File: src/sv/swt_pkg.sv
// Shared types, constants and register codes for the saturation waveshaper.
package swt_pkg;

  localparam int SAMPLE_BITS = 24;
  localparam int ADDR_W      = 5;
  localparam int DATA_W      = 32;
  localparam int DIV_W       = 50;
  localparam int DEN_W       = 28;
  localparam int CNT_W       = 6;
  localparam int DIV_STEPS   = DIV_W;

  typedef logic signed [SAMPLE_BITS-1:0] sample_t;
  typedef logic signed [31:0]            word_t;
  typedef logic signed [63:0]            prod_t;

  localparam logic [2:0] REG_AMOUNT    = 3'd0;
  localparam logic [2:0] REG_TONE      = 3'd1;
  localparam logic [2:0] REG_CHARACTER = 3'd2;
  localparam logic [2:0] REG_SMOOTHING = 3'd3;
  localparam logic [2:0] REG_LOWPASS   = 3'd4;
  localparam logic [2:0] REG_FADE_STEP = 3'd5;
  localparam logic [2:0] REG_CHANNELS  = 3'd6;

  localparam logic [1:0] CH_CLEAN  = 2'd0;
  localparam logic [1:0] CH_WARM   = 2'd1;
  localparam logic [1:0] CH_EDGE   = 2'd2;
  localparam logic [1:0] CH_BYPASS = 2'd3;

  localparam logic [16:0] FADE_FULL  = 17'd65536;
  localparam logic [16:0] AMOUNT_MAX = 17'd65536;

  localparam word_t ONE_Q20     = 32'sd1048576;
  localparam word_t THREE_Q20   = 32'sd3145728;
  localparam word_t CLIP_Q20    = 32'sd33554432;
  localparam word_t TANH_K27    = 32'sd28311552;
  localparam word_t GAIN_ONE    = 32'sd65536;
  localparam word_t K_BIAS      = 32'sd11796;
  localparam word_t K_WARM_POS  = 32'sd53740;
  localparam word_t K_WARM_NEG  = 32'sd70779;
  localparam word_t K_EDGE      = 32'sd14418;
  localparam word_t K_EDGE_GAIN = 32'sd111411;
  localparam word_t EDGE_LO     = -32'sd1310720;
  localparam word_t EDGE_HI     = 32'sd964690;
  localparam word_t ATAN_C      = 32'sd294912;
  localparam word_t HALF_PI     = 32'sd1647099;
  localparam word_t TWO_OVER_PI = 32'sd667544;
  localparam word_t MIX_TANH    = 32'sd47186;
  localparam word_t MIX_ATAN    = 32'sd18350;
  localparam word_t TILT_UP     = 32'sd29491;
  localparam word_t TILT_DOWN   = 32'sd49152;
  localparam word_t SAMPLE_MAX  = 32'sd8388607;
  localparam word_t SAMPLE_MIN  = -32'sd8388608;

  typedef struct packed {
    logic [16:0]        amount_target;
    logic signed [16:0] tone_target;
    logic [15:0]        smoothing_coeff;
    logic [15:0]        lowpass_coeff;
    logic [16:0]        fade_step;
    logic               two_lanes;
    logic               char_wr;
    logic [1:0]         char_val;
  } cfg_t;

  typedef struct packed {
    logic             start;
    logic [DIV_W-1:0] dividend;
    logic [DEN_W-1:0] divisor;
  } div_req_t;

  typedef struct packed {
    logic             done;
    logic [DIV_W-1:0] quotient;
  } div_rsp_t;

  typedef enum logic [5:0] {
    ST_IDLE, ST_SMA, ST_SMT, ST_FADE, ST_GAIN, ST_BIAS, ST_KEDGE, ST_TONEG,
    ST_TBIAS, ST_LANE, ST_SH0, ST_SH1, ST_SH2, ST_SHCL, ST_WA1, ST_WA2,
    ST_ED1, ST_ED2, ST_EDW, ST_ED3, ST_ED4, ST_ED5,
    ST_AT0, ST_AT1, ST_AT2, ST_ATW, ST_AT3, ST_AT4, ST_AT5, ST_AT6, ST_AT7,
    ST_SHDONE, ST_MX0, ST_MX1, ST_MX2, ST_MX3, ST_MX4, ST_MX5,
    ST_LNEXT, ST_EMIT, ST_TH0, ST_TH1, ST_TH2, ST_THW
  } state_t;

endpackage

File: src/sv/swt_cfg.sv
// Configuration register file behind the APB-style port.
module swt_cfg (
  input  logic                       clk,
  input  logic                       rst,
  input  logic                       psel,
  input  logic                       penable,
  input  logic                       pwrite,
  input  logic [swt_pkg::ADDR_W-1:0] paddr,
  input  logic [swt_pkg::DATA_W-1:0] pwdata,
  output logic [swt_pkg::DATA_W-1:0] prdata,
  output logic                       pready,
  output swt_pkg::cfg_t              cfg
);
  import swt_pkg::*;

  logic [16:0]        amount_target;
  logic signed [16:0] tone_target;
  logic [1:0]         character_select;
  logic [15:0]        smoothing_coeff;
  logic [15:0]        lowpass_coeff;
  logic [16:0]        fade_step;
  logic [1:0]         active_channels;
  logic               wr;
  logic [2:0]         idx;
  logic signed [16:0] tone_in;

  assign pready  = 1'b1;
  assign wr      = psel && penable && pwrite && pready;
  assign idx     = paddr[4:2];
  assign tone_in = $signed(pwdata[16:0]);

  always_ff @(posedge clk) begin
    if (rst) begin
      amount_target    <= '0;
      tone_target      <= '0;
      character_select <= CH_CLEAN;
      smoothing_coeff  <= 16'd65000;
      lowpass_coeff    <= 16'd45000;
      fade_step        <= 17'd34;
      active_channels  <= 2'd2;
    end else if (wr) begin
      case (idx)
        REG_AMOUNT:    amount_target <= (pwdata[16:0] > AMOUNT_MAX) ? AMOUNT_MAX
                                                                     : pwdata[16:0];
        REG_TONE:      tone_target <= (tone_in < -17'sd32768) ? -17'sd32768
                                      : ((tone_in > 17'sd32768) ? 17'sd32768 : tone_in);
        REG_CHARACTER: character_select <= pwdata[1:0];
        REG_SMOOTHING: smoothing_coeff <= pwdata[15:0];
        REG_LOWPASS:   lowpass_coeff <= pwdata[15:0];
        REG_FADE_STEP: fade_step <= pwdata[16:0];
        REG_CHANNELS:  active_channels <= pwdata[1:0];
        default: ;
      endcase
    end
  end

  always_comb begin
    case (idx)
      REG_AMOUNT:    prdata = {15'b0, amount_target};
      REG_TONE:      prdata = {{15{tone_target[16]}}, tone_target};
      REG_CHARACTER: prdata = {30'b0, character_select};
      REG_SMOOTHING: prdata = {16'b0, smoothing_coeff};
      REG_LOWPASS:   prdata = {16'b0, lowpass_coeff};
      REG_FADE_STEP: prdata = {15'b0, fade_step};
      REG_CHANNELS:  prdata = {30'b0, active_channels};
      default:       prdata = '0;
    endcase
  end

  assign cfg.amount_target   = amount_target;
  assign cfg.tone_target     = tone_target;
  assign cfg.smoothing_coeff = smoothing_coeff;
  assign cfg.lowpass_coeff   = lowpass_coeff;
  assign cfg.fade_step       = fade_step;
  assign cfg.two_lanes       = active_channels[1];
  assign cfg.char_wr         = wr && (idx == REG_CHARACTER);
  assign cfg.char_val        = pwdata[1:0];

endmodule

File: config.mk
export PLATFORM = sky130hd
export DESIGN_NAME = swt_cfg
export DESIGN_NICKNAME = d
export VERILOG_FILES = /design/src/sv/swt_pkg.sv /design/src/sv/swt_cfg.sv
export SDC_FILE = /design/constraint.sdc
export NUM_CORES = 1
export LEC_CHECK = 0
export BUFFER_PORTS_ARGS = -buffer_cell sky130_fd_sc_hd__buf_2
export CORE_MARGIN = 5
export CORE_UTILIZATION = 53
export DETAILED_ROUTE_END_ITERATION = 16
export PLACE_DENSITY = 0.85
export SYNTH_ARGS = -nofsm -noshare
export SYNTH_HDL_FRONTEND = slang
export SYNTH_SLANG_ARGS = --single-unit
File: constraint.sdc
create_clock -name clk -period 4.2 [get_ports clk]
set_input_delay 0.63 -clock clk [delete_from_list [all_inputs] [get_ports clk]]
set_output_delay 0.63 -clock clk [all_outputs]
set_load 0.02 [all_outputs]
==> out/qor.csv, run 1 <==
stage,metric,value,unit
routing,wl_per_cell,20.79,um
critical_path,cp-end-kind,output pin,
sta,fmax,289.5,MHz
power,powerDensity,310.3,nW/um2
final_layout,diodes,0,
critical_path,crit_type,in2out,
synthesis,synth.avg_cell_area,8.605,um2
final_layout,nets,640,
critical_path,cpMostUsedCell,buf_2,
synthesis,netlist_instances,506,
synthesis,ys_ff_latch,87,
cts,cts_tree,built,
synthesis,synth_edf_count,0,
cts,cts_buffer_depth,2,
routing,top_layer_used,met4,
placed_design,post-place-ws,0.9058,ns
cts,cts_root_buf,clkbuf_8,
sta,worst-slew-pin-transition,0.9351,ns
floorplanning,initial_core_util,53.80,%
floorplanning,die_area,10130,um2
global_route,grt_pass1_wl,22580,um
routing,viasPerCell,6.492,
routing,finalWirelength,14680,um
floorplanning,die_height,100.6,um
routing,drtAntennaViolNets,0,
cts,clock_latency,0.35,ns
final_layout,layout-drive-gt1-share,31.28,%
critical_path,crit_path_max_fanout,29,
synthesis,async_reset_ff_share,0,%
sta,slew_viol_final,0,
critical_path,reg2reg_slack,3.44,ns
synthesis,ys.flop_type,dfxtp_1,
job,max_cap_violations,0,
placed_design,gp_congestion,0.9401,
sta,hold_violations,0,
synthesis,synth_area_leaders,"dfxtp_1 (40%), a21oi_1 (7.4%), o21ai_0 (6.7%), mux2i_1 (6.4%), buf_4 (5.5%)",
global_route,track_usage,28.09,%
routing,dr.first_iter.drc_count,400,
critical_path,max_stage_delay,0.73,ns
floorplanning,core_area,8093,um2
synthesis,yosysTopAreaCell,dfxtp_1,
placed_design,numPortBuffers,143,
routing,first_pass_iters,5,
power,ir_drop,0.1968,mV
synthesis,yosysSeqAreaShare,40.00,%
cts,htree_levels,3,
cts,clock-sinks,87,
sta,fin_tns_setup,0,ns
sta,fin_worst_skew,0,ns
cts,numCtsBuffers,9,
synthesis,yosysTopAreaCellShare,40.00,%
sta,rsz0062_at_grt,no,
floorplanning,fp.dieW,100.6,um
global_route,grt_pass1_vias,4339,
floorplanning,row_count,33,
placed_design,place_hpwl,9751,um
sta,relSlewSlack,37.61,%
synthesis,synth_cell_types,36,
synthesis,syn_area,4354,um2
routing,wl_met3,1813,um
worst_hold_path,hold_path_class,reg2reg,
cts,post_cts_buffers,0,
critical_path,crit_path_cell_trace,"buf_2, nor2b_1, buf_4, a22oi_1, o22ai_1, buf_2",
sta,period_share,82.24,%
synthesis,yosys_warnings,0,
floorplanning,ioPinCount,162,
routing,via_count,4583,
global_route,gr-total-overflow,0,
global_route,grt_start_max_net_pins,51,
cts,cts-resized-gates,0,
critical_path,slowest_stage,nor2b_1,
routing,dr_wl_met2,7032,um
cts,clk_pin_slew,0.07,ns
power,p_leak,2.104,nW
final_layout,ff_latch_area,1742,um2
sta,worst_slack,0.7461,ns
routing,wl_met1,5344,um
routing,drc_errors,0,
global_route,antenna_found_initial,0,
sta,finalSetupViolations,0,
synthesis,synth_fp_nets,548,
run_status,status,finished clean,
critical_path,critPathLaunchType,input port,
critical_path,cp_data_arrival_time,2.82,ns
sta,timing.final.crit_period,3.454,ns
final_layout,fillers,738,
cts,postCtsHoldBufs,0,
final_layout,syn_to_final_growth,14.97,%
final_layout,multi_input_area,2163,um2
critical_path,worstPathRequired,3.57,ns
-- report_power, final --
part           total (W)  switching (W)  internal [W]
sequential      0.000834     0.00000431      0.000829
clock           0.000523       0.000282      0.000241
combinational   0.000196       0.000141     0.0000557
total            0.00155       0.000427       0.00113
-- state kept, by name, indices dropped and copies added (netlist names) --
signal and cells:
amount_target 17, smoothing_coeff 16, tone_target 17, active_channels 2
fade_step 17, lowpass_coeff 16, character_select 2
-- final timing paths --
path | start | to | cells past startpoint
setup / recovery | paddr[2] | prdata[12] | 6
setup reg to reg | amount_target[0]$_SDFFE_PP0P_ | amount_target[0]$_SDFFE_PP0P_ | 2
hold / removal | fade_step[12]$_SDFFE_PP0P_ | fade_step[12]$_SDFFE_PP0P_ | 2
hold reg to reg | fade_step[12]$_SDFFE_PP0P_ | fade_step[12]$_SDFFE_PP0P_ | 2
-- critical path, delay by kind of cell --
kind	cells	cell delay [ns]
AND/OR/NAND/NOR	1	0.73
AO/OA/AOI/OAI	2	0.37
buffers and inverters	3	1.07
-- synthesized netlist by cell type (all sizes together), types with 14 or more instances --
cell type,n
o21ai,63
a21oi,64
buf,46
mux2i,28
dfxtp,87
a22oi,29
clkbuf,28
nand4,16
nand3,34
o22ai,14
nor2,41
mux2,17
nand4b,17
-- stage by stage --
step                      instances  hold slack [ns]  area [um2]  total power, W  utilization [%]
final                           706           0.4883        5006        0.001553            61.86
after global routing            706           0.5144        5006        0.001598            61.86
after CTS                       706           0.4858        5006        0.001550            61.86
after detailed placement        692           0.4744        4842        0.001043            59.83
after global placement          692           0.4601        4842        0.001039            59.83
after floorplan                 506           0.4514        4354       0.0009823                -
-- placed cells by master (no fill, tap or decap), drive strengths merged --
cell type  Yosys  layout
buf           46     155
dfxtp         87      87
a21oi         64      64
o21ai         63      63
nor2          41      41
nand3         34      34
a22oi         29      29
mux2i         28      28
mux2          17      17
nand4b        17      17
nand4         16      16
o22ai         14      14
clkbuf        28      13
nand2b         4       4
o21a           2       2
nor2b          2       2
and4b          2       2
nand2          2       2
and2b          1       1
and2           1       1
and3b          1       1
or2            1       1
o221ai         1       1
and4           1       1
xnor2          1       1
nor4           1       1
nor3           1       1
conb           1       1
clkinv         0       1
-- cells by family after synthesis --
logic type | share of synthesized area [%]
compound gates | 22.16
xor+xnor | 0.2012
buf+inv | 10.32
flops | 40.00
mux | 10.83
other cells | 0.08612
simple gates | 16.41
-- layout make-up --
| cell class | count | share of cell area (%) |
|---|---|---|
| clock inverters | 1 | 0.09998 |
| flip-flops and latches | 87 | 34.79 |
| well taps | 105 | 2.624 |
| repair buffers | 155 | 16.10 |
| clock buffers | 13 | 3.174 |
| multi-input cells | 345 | 43.21 |
-- routing by layer --
| layer | vias to the layer above | global-route usage [%] |
|---|---|---|
| met5 | - | 0 |
| met4 | 0 | 11.50 |
| met3 | 41 | 7.059 |
| met2 | 349 | 45.67 |
| met1 | 2176 | 35.45 |
| li1 | 2017 | - |
Power figures use the tool's default switching activity.
==> run 2: changes to the inputs <==
--- a/config.mk
+++ b/config.mk
@@ -7,9 +7,9 @@
 export LEC_CHECK = 0
 export BUFFER_PORTS_ARGS = -buffer_cell sky130_fd_sc_hd__buf_2
 export CORE_MARGIN = 5
-export CORE_UTILIZATION = 53
+export CORE_UTILIZATION = 50
 export DETAILED_ROUTE_END_ITERATION = 16
-export PLACE_DENSITY = 0.85
+export PLACE_DENSITY = 0.81
 export SYNTH_ARGS = -nofsm -noshare
 export SYNTH_HDL_FRONTEND = slang
 export SYNTH_SLANG_ARGS = --single-unit
==> constraint.sdc (replaced) <==
create_clock -name clk -period 3.6 [get_ports clk]
set_input_delay 0.54 -clock clk [delete_from_list [all_inputs] [get_ports clk]]
set_output_delay 0.54 -clock clk [all_outputs]
set_load 0.02 [all_outputs]
==> out/qor.csv, run 2 (synthesis results as in run 1) <==
stage,metric,value,unit,change
cts,numCtsBuffers,9,,unchanged
cts,cts_tree,built,,unchanged
final_layout,layout-drive-gt1-share,31.90,%,was 31.28%
power,internal-power,0.001388,W,was 0.001126 W
worst_hold_path,hold_path_class,in2reg,,was reg2reg
critical_path,timing.critical_path.buf_inv,2,,was 3
cts,htree_levels,3,,unchanged
cts,postCtsHoldBufs,0,,unchanged
routing,wl_per_cell,20.53,um,was 20.79 um
routing,viasPerCell,6.304,,was 6.492
cts,cts_root_buf,clkbuf_8,,unchanged
job,max_cap_violations,0,,unchanged
final_layout,diodes,0,,unchanged
floorplanning,fp.dieW,103.3,um,was 100.6 um
floorplanning,core_area,8593,um2,was 8093 um2
sta,fin_tns_setup,0,ns,unchanged
sta,timing.final.crit_period,2.940,ns,
placed_design,numPortBuffers,143,,unchanged
global_route,gr-total-overflow,0,,unchanged
routing,finalWirelength,14640,um,was 14680 um
routing,drtAntennaViolNets,0,,unchanged
global_route,grt_start_max_net_pins,44,,was 51
sta,worst-slew-pin-transition,0.9901,ns,was 0.9351 ns
sta,period_share,81.67,%,
routing,via_count,4495,,was 4583
final_layout,final_cell_mix,"buf_2 (143), dfxtp_1 (87), a21oi_1 (64), o21ai_0 (58), nor2_1 (39)",,unchanged
critical_path,crit_type,in2out,,unchanged
critical_path,startpoint,paddr[3],,was paddr[2]
sta,fin_worst_skew,0,ns,unchanged
power,p_leak,2.132,nW,was 2.104 nW
critical_path,critPathTopFamily,simple AND/OR/NAND/NOR gates,,was buffers and inverters
cts,clock_latency,0.36,ns,was 0.35 ns
global_route,grt_pass1_wl,22710,um,was 22580 um
run_status,status,finished clean,,unchanged
critical_path,worstPathRequired,3.06,ns,was 3.57 ns
sta,slew_viol_final,0,,unchanged
critical_path,critPathLaunchType,input port,,unchanged
floorplanning,initial_core_util,50.67,%,was 53.80%
sta,hold_violations,0,,unchanged
final_layout,post-route-util,58.95,%,was 61.86%
critical_path,regToRegStartpoint,tone_target[16]$_SDFFE_PP0P_,,was amount_target[0]$_SDFFE_PP0P_
final_layout,nets,643,,was 640
floorplanning,ioPinCount,162,,unchanged
routing,dr.first_iter.drc_count,410,,was 400
final_layout,layout_commonest_cell,buf_2,,unchanged
cts,cts_buffer_depth,2,,unchanged
floorplanning,die_area,10680,um2,was 10130 um2
power,sequentialPowerShare,51.1,%,was 53.7%
power,clkPwrFrac,36.7,%,was 33.7%
power,p_sw_share,27.02,%,was 27.52%
sta,relSlewSlack,33.75,%,was 37.61%
power,power_switching,0.0005140,W,was 0.0004274 W
critical_path,slowest_stage,nor2_1,,was nor2b_1
critical_path,max_stage_delay,0.84,ns,was 0.73 ns
sta,finalSetupViolations,0,,unchanged
floorplanning,die_height,103.3,um,was 100.6 um
critical_path,cpMostUsedCell,buf_2,,unchanged
global_route,antenna_found_initial,0,,unchanged
floorplanning,row_count,34,,was 33
worst_hold_path,hp-start,pwdata[13],,was fade_step[12]$_SDFFE_PP0P_
critical_path,cp-end-kind,output pin,,unchanged
final_layout,reg_top3,"amount_target (17), fade_step (17), tone_target (17)",,unchanged
power,total_power,0.001902,W,was 0.001553 W
placed_design,place_hpwl,9935,um,was 9751 um
cts,clk_pin_slew,0.08,ns,was 0.07 ns
routing,drc_errors,0,,unchanged
cts,clock-sinks,87,,unchanged
routing,first_pass_iters,5,,unchanged
power,ir_drop,0.2084,mV,was 0.1968 mV
critical_path,crit_path_max_fanout,29,,unchanged
global_route,grt_pass1_vias,4307,,was 4339
sta,fmax,340.1,MHz,
cts,post_cts_buffers,0,,unchanged
sta,rsz0062_at_grt,no,,unchanged
final_layout,syn_to_final_growth,16.35,%,was 14.97%
global_route,track_usage,27.47,%,was 28.09%
critical_path,crit_path_cell_trace,"buf_2, nor2_1, a22oi_1, o22ai_1, buf_2",,"was buf_2, nor2b_1, buf_4, a22oi_1, o22ai_1, buf_2"
power,p_comb_share,12.1,%,was 12.6%
placed_design,gp_congestion,0.9418,,was 0.9401
critical_path,cp_data_arrival_time,2.40,ns,was 2.82 ns
cts,cts-resized-gates,0,,unchanged
power,powerDensity,375.5,nW/um2,was 310.3 nW/um2
==> run 2: cell count changes in the layout (fill, tap and decap cells not counted), sizes merged <==
cell      change
bufinv        +1
buf           +3
clkbuf        -1
clkinvlp      +1
==> run 2: through the flow <==
stage	setup WS, ns	hold WS (ns)	std cells	area (um2)
2_1_floorplan	1.251	0.4514	506	4354
3_3_place_gp	0.7151	0.4594	698	4868
3_5_place_dp	0.7273	0.4762	698	4868
4_1_cts	0.7224	0.4738	713	5066
5_1_grt	0.4896	0.4745	713	5066
6_report	0.6598	0.4787	713	5066
==> run 2: final cells by class <==
type | count | area (um2)
clock buffer | 12 | 155.1
clock inverter | 3 | 42.54
fill | 785 | 3527
multi-input combinational | 345 | 2163
sequential | 87 | 1742
tap | 108 | 135.1
timing repair buffer | 158 | 828.3
==> run 2: metal layers <==
metal	vias to the layer above	share of wire (%)	track usage (%)
met5	-	0	0
met4	0	2.7	9.363
met3	27	11	6.640
met2	301	48	45.39
met1	2143	38	35.20
li1	2024	-	-
==> run 2: final timing paths <==
kind,endpoint,slack (ns),cells past startpoint
max,prdata[12],0.66,5
min,fade_step[13]$_SDFFE_PP0P_,0.48,3
max reg2reg,tone_target[16]$_SDFFE_PP0P_,2.84,2
min reg2reg,character_select[0]$_SDFFE_PP0P_,0.49,2
==> run 2: power by group through the flow <==
stage	Clock (W)	Combinational [W]	Sequential (W)
floorplan	0	0.000145	0.00100
global placement	0	0.000222	0.000995
detailed placement	0	0.000226	0.000995
CTS	0.000698	0.000226	0.000972
global route	0.000740	0.000245	0.000973
finish	0.000699	0.000231	0.000972
==> run 2: tightest hold or removal path: stages <==
cell	delay [ns]
buf_2	0.13
nand3_1	0.07
a21oi_1	0.05
